==> src/hdl/jls_pkg.sv <==
`timescale 1ns / 1ps

package jls_pkg;

  // Fixed field widths of the item formats.
  localparam int VAL_W  = 32;
  localparam int IDX_W  = 6;
  localparam int PROD_W = 2 * VAL_W;
  // Divider operands: (v - y) * 2^16 needs 49 signed bits, a 48-bit magnitude.
  localparam int NUM_W  = VAL_W + 17;
  localparam int MAG_W  = NUM_W - 1;

  localparam logic signed [VAL_W-1:0] VAL_MAX = {1'b0, {(VAL_W-1){1'b1}}};
  localparam logic signed [VAL_W-1:0] VAL_MIN = {1'b1, {(VAL_W-1){1'b0}}};

  // Input modes.
  localparam logic [1:0] MODE_MAT   = 2'd0;
  localparam logic [1:0] MODE_RHS   = 2'd1;
  localparam logic [1:0] MODE_SOLVE = 2'd2;

  // Result status codes.
  localparam logic [1:0] STAT_CONV  = 2'd0;
  localparam logic [1:0] STAT_LIMIT = 2'd1;
  localparam logic [1:0] STAT_ZERO  = 2'd2;

  // Configuration register indexes.
  localparam logic [1:0] CFG_SIZE  = 2'd0;
  localparam logic [1:0] CFG_TOL   = 2'd1;
  localparam logic [1:0] CFG_LIMIT = 2'd2;

  typedef struct packed {
    logic [1:0]              mode;
    logic [IDX_W-1:0]        row;
    logic [IDX_W-1:0]        col;
    logic signed [VAL_W-1:0] value;
  } in_item_t;

  typedef struct packed {
    logic [IDX_W-1:0]        index;
    logic signed [VAL_W-1:0] solution;
    logic                    last;
    logic [1:0]              status;
  } out_item_t;

  typedef enum logic [1:0] {
    CMD_MAT,
    CMD_RHS,
    CMD_SOLVE
  } cmd_kind_t;

  // A classified item as it waits in the command queue.
  typedef struct packed {
    cmd_kind_t               kind;
    logic [IDX_W-1:0]        row;
    logic [IDX_W-1:0]        col;
    logic signed [VAL_W-1:0] value;
  } cmd_t;

endpackage

==> src/hdl/jls_queue.sv <==
`timescale 1ns / 1ps

module jls_queue #(
  parameter int DEPTH = 4
) (
  input  logic          clk,
  input  logic          rst_n,
  input  logic          push,
  input  jls_pkg::cmd_t push_cmd,
  output logic          full,
  input  logic          pop,
  output logic          not_empty,
  output jls_pkg::cmd_t head
);

  localparam int PW = $clog2(DEPTH);

  jls_pkg::cmd_t entry_r [DEPTH];
  logic [PW-1:0] wptr_r;
  logic [PW-1:0] rptr_r;
  logic [PW:0]   count_r;
  logic          do_pop;

  assign full      = count_r == (PW + 1)'(DEPTH);
  assign not_empty = count_r != '0;
  assign head      = entry_r[rptr_r];
  assign do_pop    = pop && not_empty;

  // Pointers wrap at the queue depth.
  always_ff @(posedge clk) begin
    if (push) begin
      entry_r[wptr_r] <= push_cmd;
    end
    if (!rst_n) begin
      wptr_r  <= '0;
      rptr_r  <= '0;
      count_r <= '0;
    end else begin
      if (push) begin
        wptr_r <= (wptr_r == PW'(DEPTH - 1)) ? '0 : wptr_r + 1'b1;
      end
      if (do_pop) begin
        rptr_r <= (rptr_r == PW'(DEPTH - 1)) ? '0 : rptr_r + 1'b1;
      end
      if (push && !do_pop) begin
        count_r <= count_r + 1'b1;
      end else if (do_pop && !push) begin
        count_r <= count_r - 1'b1;
      end
    end
  end

endmodule

==> config.mk <==
export PLATFORM = sky130hd
export DESIGN_NAME = jls_queue
export DESIGN_NICKNAME = d
export VERILOG_FILES = /design/src/hdl/jls_pkg.sv /design/src/hdl/jls_queue.sv
export SDC_FILE = /design/constraint.sdc
export NUM_CORES = 1
export LEC_CHECK = 0
export ABC_AREA = 1
export BUFFER_PORTS_ARGS = -buffer_cell sky130_fd_sc_hd__clkbuf_2
export CAP_MARGIN = 10
export CORE_AREA = 5 5 149 151
export DETAILED_ROUTE_END_ITERATION = 10
export DIE_AREA = 0 0 154 156
export PLACE_DENSITY_LB_ADDON = 0.05
export SLEW_MARGIN = 10
export SYNTH_ARGS = -nofsm -noshare
export SYNTH_HDL_FRONTEND = slang
export SYNTH_SLANG_ARGS = --single-unit
==> constraint.sdc <==
create_clock -name clk -period 2.7 [get_ports clk]
set_input_delay 0.135 -clock clk [delete_from_list [all_inputs] [get_ports clk]]
set_output_delay 0.135 -clock clk [all_outputs]
set_load 0.005 [all_outputs]
==> results.ini, run 1 <==
[outcome]
status=complete, no violations

[placed_design]
port_buffers=97
place_area_mm2=0.00810
detailedPlace.worstSlack_ps=921
hpwl_um=9520
place_congestion=0.699

[clock_network]
cts_hold_buf=47
cts_tree=done
cts-root-buf=clkbuf_16
clockBufferDepth=2
cts.htree.levels=4
ctsResizeCount=0
clock_sinks=193
post_cts_buffers=0
insertion_delay_ps=430
cts_buffers=17
path_clk_slew_ps=80

[layout]
area_growth_pct=25.6
drive_gt1_share_pct=22.8
finalNetCount=715
fin_util_pct=44.3
antenna_cells=0
nFillCells=1948
design_area_mm2=0.00916

[global_routing]
grt.overflow.total=0
grt_max_degree=54
grt_antenna_before_repair=0
grt_pass1_vias=4661
track_usage_pct=13.9
grt_pass1_wl_um=25600

[pwr]
p_switching_uw=2480
power.share.switching_pct=30.9
p_seq_share_pct=43.9
power_uw=8010
clockPowerShare_pct=31.4
p_int_uw=5530
ir_drop_v=0.000415
comb_power_share_pct=24.8
p_leak_uw=0.00331
p_per_area_mw_per_mm2=874

[job]
cap_violations=0

[die]
die_x_um=154
die_h_um=156
die_area_mm2=0.0240
core_area_mm2=0.0207
row_count=53
num_io_pins=98
initial_core_util_pct=35.3

[yosys]
synth_edf_count=184
netlist_area_mm2=0.00730
synth_top_family_by_area=compound AO/OA/AOI/OAI gates
yosysWarnings=0
syn_area_per_cell_um2=14.3
ys_types=22
yosysTopAreaCellShare_pct=75.7
synth_compound_area_share_pct=10.6
yosys.area_share.simple_pct=6.31
ys_seq_elements=193
yosysTopAreaCell=edfxtp_1
synth_common_cells=184 x edfxtp_1, 102 x nor2_1, 60 x o21ai_0
ys_seq_area_share_pct=78.2
async_flop_share_pct=0
synthFlopType=edfxtp_1
syn-num-nets=566
synth.most_common_cell=edfxtp_1
synth_cells=509
synth_xor_area_share_pct=0.120
synthAdderAreaFrac_pct=1.30
synthTopCellsByArea=edfxtp_1 76%, nor2_1 5.2%, o21ai_0 4.1%, o22ai_1 3.9%, dfxtp_1 2.5%
synthMuxAreaShare_pct=0

[worst_setup_path]
critPathMaxFanout=36
arrival_ps=2050
cp-start-kind=flip-flop
crit_type=reg2out
setup.worst_path.end_class=output port
cp_data_required_time_ps=2570

[worst_hold_path]
hp-class=in2reg

[sta]
finalCritPeriodShare_pct=80.8
setup_viol=0
rsz0062_at_grt=false
skew_ps=13.9
tightestPinTransition_ps=655
max_freq_mhz=458
slew_violations=0
min_period_ps=2180
setup_slack_ps=518
fin_tns_setup_ps=0
max_slew_margin_pct=56.2
hold_viol=0

[route]
drtIter0Drc=185
wirelength_um=16000
drc=0
dr.pass1.iters=4
num_vias=4447
vias_per_cell=4.70
drtAntennaViolNets=0
drt-wirelength-per-cell_um=16.9

per-layer routing:
layer | vias up | GRT usage [%] | part of all wire [%]
met2 | 73 | 23.7 | 50
met1 | 2171 | 17.4 | 45
li1 | 2193 | - | -
met5 | - | 0 | 0
met3 | 10 | 3.50 | 3.9
met4 | 0 | 4.33 | 1.1
kinds of logic (layout without fill, tap and decap cells):
group           after synthesis  after routing
simple gates                120            120
fa+ha+maj                     7              7
compound gates              143            143
buf+inv                      45            207
flops                       193            193
xor+xnor                      1              1
per-stage QoR:
stage / cells / hold slack, ps
after global placement: 867 / 356
after floorplan: 509 / 234
after detailed placement: 867 / 360
after CTS: 946 / 9.39
final: 946 / 13.3
after global routing: 946 / 49.7
area by class of cell:
cell class	count	area, um2	area share, %
clock buffers	17	425	4.64
clock inverters	15	166	1.82
inverters	16	61.3	0.669
multi-input cells	271	1340	14.6
flip-flops and latches	193	5710	62.3
well taps	275	344	3.75
repair buffers	159	1120	12.2
flip-flops by register name, summed over array words and instances, names as in the netlist, named ones only:
register / cells
rptr_r: 2
wptr_r: 2
count_r: 3
entry_r: 184
path summary, 6_finish.rpt:
check / from / end / slack (ps) / depth (start not counted)
worst max-delay path: flip-flop / head[44] / 520 / 5
worst min-delay path: pop / flip-flop / 10 / 4
worst max register to register: count_r[0]$_SDFFE_PN0P_ / count_r[1]$_SDFFE_PN0P_ / 940 / 8
worst min register to register: rptr_r[1]$_SDFFE_PN0P_ / flip-flop / 510 / 2
power by group through the flow:
stage / combinational [uW] / clock (uW) / sequential (uW)
CTS: 2060 / 2570 / 3510
floorplan: 1190 / 0 / 3570
global route: 2260 / 2710 / 3530
detailed placement: 2000 / 0 / 3580
global placement: 1980 / 0 / 3580
finish: 1980 / 2510 / 3510
cells in the final DEF (no fill, tap or decap):
cell | netlist | routed
clkbuf_16 | 0 | 17
fa_1 | 1 | 1
xor2_1 | 1 | 1
buf_12 | 0 | 4
nand2_1 | 13 | 13
inv_8 | 0 | 4
inv_6 | 0 | 5
inv_1 | 13 | 9
dfxtp_2 | 0 | 1
nand3_1 | 1 | 1
o21ai_0 | 60 | 60
dlygate4sd3_1 | 0 | 47
bufinv_16 | 0 | 1
buf_4 | 1 | 11
nand3b_1 | 1 | 1
dfxtp_1 | 9 | 7
clkbuf_2 | 0 | 97
clkinv_4 | 0 | 3
edfxtp_1 | 184 | 184
o22ai_1 | 46 | 46
ha_1 | 6 | 6
inv_2 | 2 | 6
clkinv_8 | 0 | 1
nor3_1 | 2 | 2
clkinv_2 | 0 | 2
o21ai_1 | 34 | 34
a21oi_1 | 3 | 3
nand4_1 | 1 | 1
dfxtp_4 | 0 | 1
nor2_1 | 102 | 102
critical path: stages (launching register included):
cell,delay [ps]
dfxtp_4,370
clkinv_2,410
buf_12,360
o21ai_0,160
o22ai_1,140
clkbuf_2,140
Note: power is estimated with default switching activity, not from simulation.
==> run 2: changes to the inputs <==
- clock period: 2.7 -> 2.3 ns (I/O delays scaled with it)
==> run 2 against run 1 <==
Hold slack better by 54 ps. Core utilization decreased by 0.12 points. First-iteration DRC count is 10% lower. Sequential share of layout area grew 0.17 points. Cell count fell by 0.11%. Clock power rose by 13%. Critical endpoint is now head[37]. Largest cell class unchanged.
==> results.ini, run 2 (synthesized netlist as in run 1, its figures left out) <==
[outcome]
status=complete, no violations

[route]
wirelength_um=16500
drc=0
num_vias=4482
vias_per_cell=4.74
drtIter0Drc=166
drt-wirelength-per-cell_um=17.5
drtAntennaViolNets=0
dr.pass1.iters=4

[layout]
antenna_cells=0
finalNetCount=714
layout_common_cells=184 x edfxtp_1, 102 x nor2_1, 97 x clkbuf_2
drive_gt1_share_pct=22.5
area_growth_pct=25.2
largest_register=entry_r
final_common_cell=edfxtp_1
largest_reg_flops=184
reg_top3=entry_r x184, count_r x3
stdcell_count=945

[sta]
rsz0062_at_grt=false
slew_violations=0
max_freq_mhz=488
max_slew_margin_pct=62.0
skew_ps=6.45
setup_viol=0
finalCritPeriodShare_pct=89.2
hold_viol=0
tightestPinTransition_ps=570
min_period_ps=2050
fin_tns_setup_ps=0

[die]
num_io_pins=98
row_count=53
die_x_um=154
die_h_um=156
core_area_mm2=0.0207
die_area_mm2=0.0240
initial_core_util_pct=35.3

[worst_setup_path]
arrival_ps=1940
crit_type=reg2out
cp_data_required_time_ps=2180
slowest_stage=clkinv_2
crit_chain=clkinv_2 > buf_12 > o21ai_0 > o22ai_1 > clkbuf_2
setup.worst_path.end_class=output port
cp-start-kind=flip-flop
max_stage_delay_ps=380
critical-path-top-delay-family=buffers and inverters
critPathMaxFanout=32
critPathBufInv=3

[global_routing]
grt_pass1_wl_um=26000
grt.overflow.total=0
grt_max_degree=93
grt_pass1_vias=4638
grt_antenna_before_repair=0
track_usage_pct=14.1

[clock_network]
insertion_delay_ps=430
cts.htree.levels=4
cts_tree=done
cts-root-buf=clkbuf_16
clockBufferDepth=2
clock_sinks=193
cts_buffers=17
path_clk_slew_ps=70
ctsResizeCount=0

[placed_design]
dp_cells=865
hpwl_um=9150
port_buffers=97
place_congestion=0.738

[pwr]
p_per_area_mw_per_mm2=1020
p_leak_uw=0.00328
ir_drop_v=0.000515
power_uw=9350

[worst_hold_path]
hp-class=in2reg

[job]
cap_violations=0

==> run 2: final timing paths <==
path                      startpoint                 endpoint  slack [ps]  cells past startpoint
min                             push   wptr_r[1]$_SDFFE_PN0P_          70                      3
max reg2reg  count_r[0]$_SDFFE_PN0P_  count_r[1]$_SDFFE_PN0P_         510                      8
max                        flip-flop                 head[37]         250                      5
min reg2reg   wptr_r[1]$_SDFFE_PN0P_   wptr_r[1]$_SDFFE_PN0P_         530                      2
==> run 2: timing repair <==
action                    4_1_cts  5_1_grt
hold buffers                   48        0
buffers inserted                0        0
hold endpoints to repair      193        0
==> run 2: worst reg2reg max path, stage by stage, from the launching register on <==
cell	delay, ps
dfxtp_1	420
nor2_1	60
nand2_1	120
nand2_1	110
ha_1	210
inv_1	100
fa_1	420
o21ai_0	190
nor2_1	50
==> run 2: stage by stage <==
stage / setup WS (ps) / area [um2] / hold slack (ps) / utilization [%]
floorplan: 409 / 7300 / 214 / -
global placement: 615 / 8090 / 330 / 39.1
detailed placement: 561 / 8090 / 335 / 39.1
CTS: 181 / 9140 / 44.2 / 44.2
global route: 43.8 / 9140 / 57.8 / 44.2
finish: 249 / 9140 / 67.8 / 44.2
==> run 2: cell type report <==
class	instances	area, um2
Clock inverter	15	146
Sequential cell	193	5710
Clock buffer	17	425
Inverter	16	61.3
Tap cell	275	344
Fill cell	1934	11600
Timing Repair Buffer	158	1110
Multi-Input combinational cell	271	1340
==> run 2: layer usage <==
| layer | track usage [%] | wire, um | vias to the layer above | part of all wire [%] |
|---|---|---|---|---|
| met3 | 3.63 | 650 | 13 | 3.9 |
| li1 | - | - | 2200 | - |
| met2 | 24.4 | 8490 | 76 | 51 |
| met5 | 0 | 0 | - | 0 |
| met4 | 4.63 | 153 | 0 | 0.92 |
| met1 | 17.2 | 7250 | 2193 | 44 |
==> run 2: where the power goes <==
part           total (uW)  switching [uW]  internal (uW)  leakage (uW)
combinational        2400            1480            919       0.00125
sequential           4120            75.5           4050       0.00177
clock                2830            1390           1440      0.000266
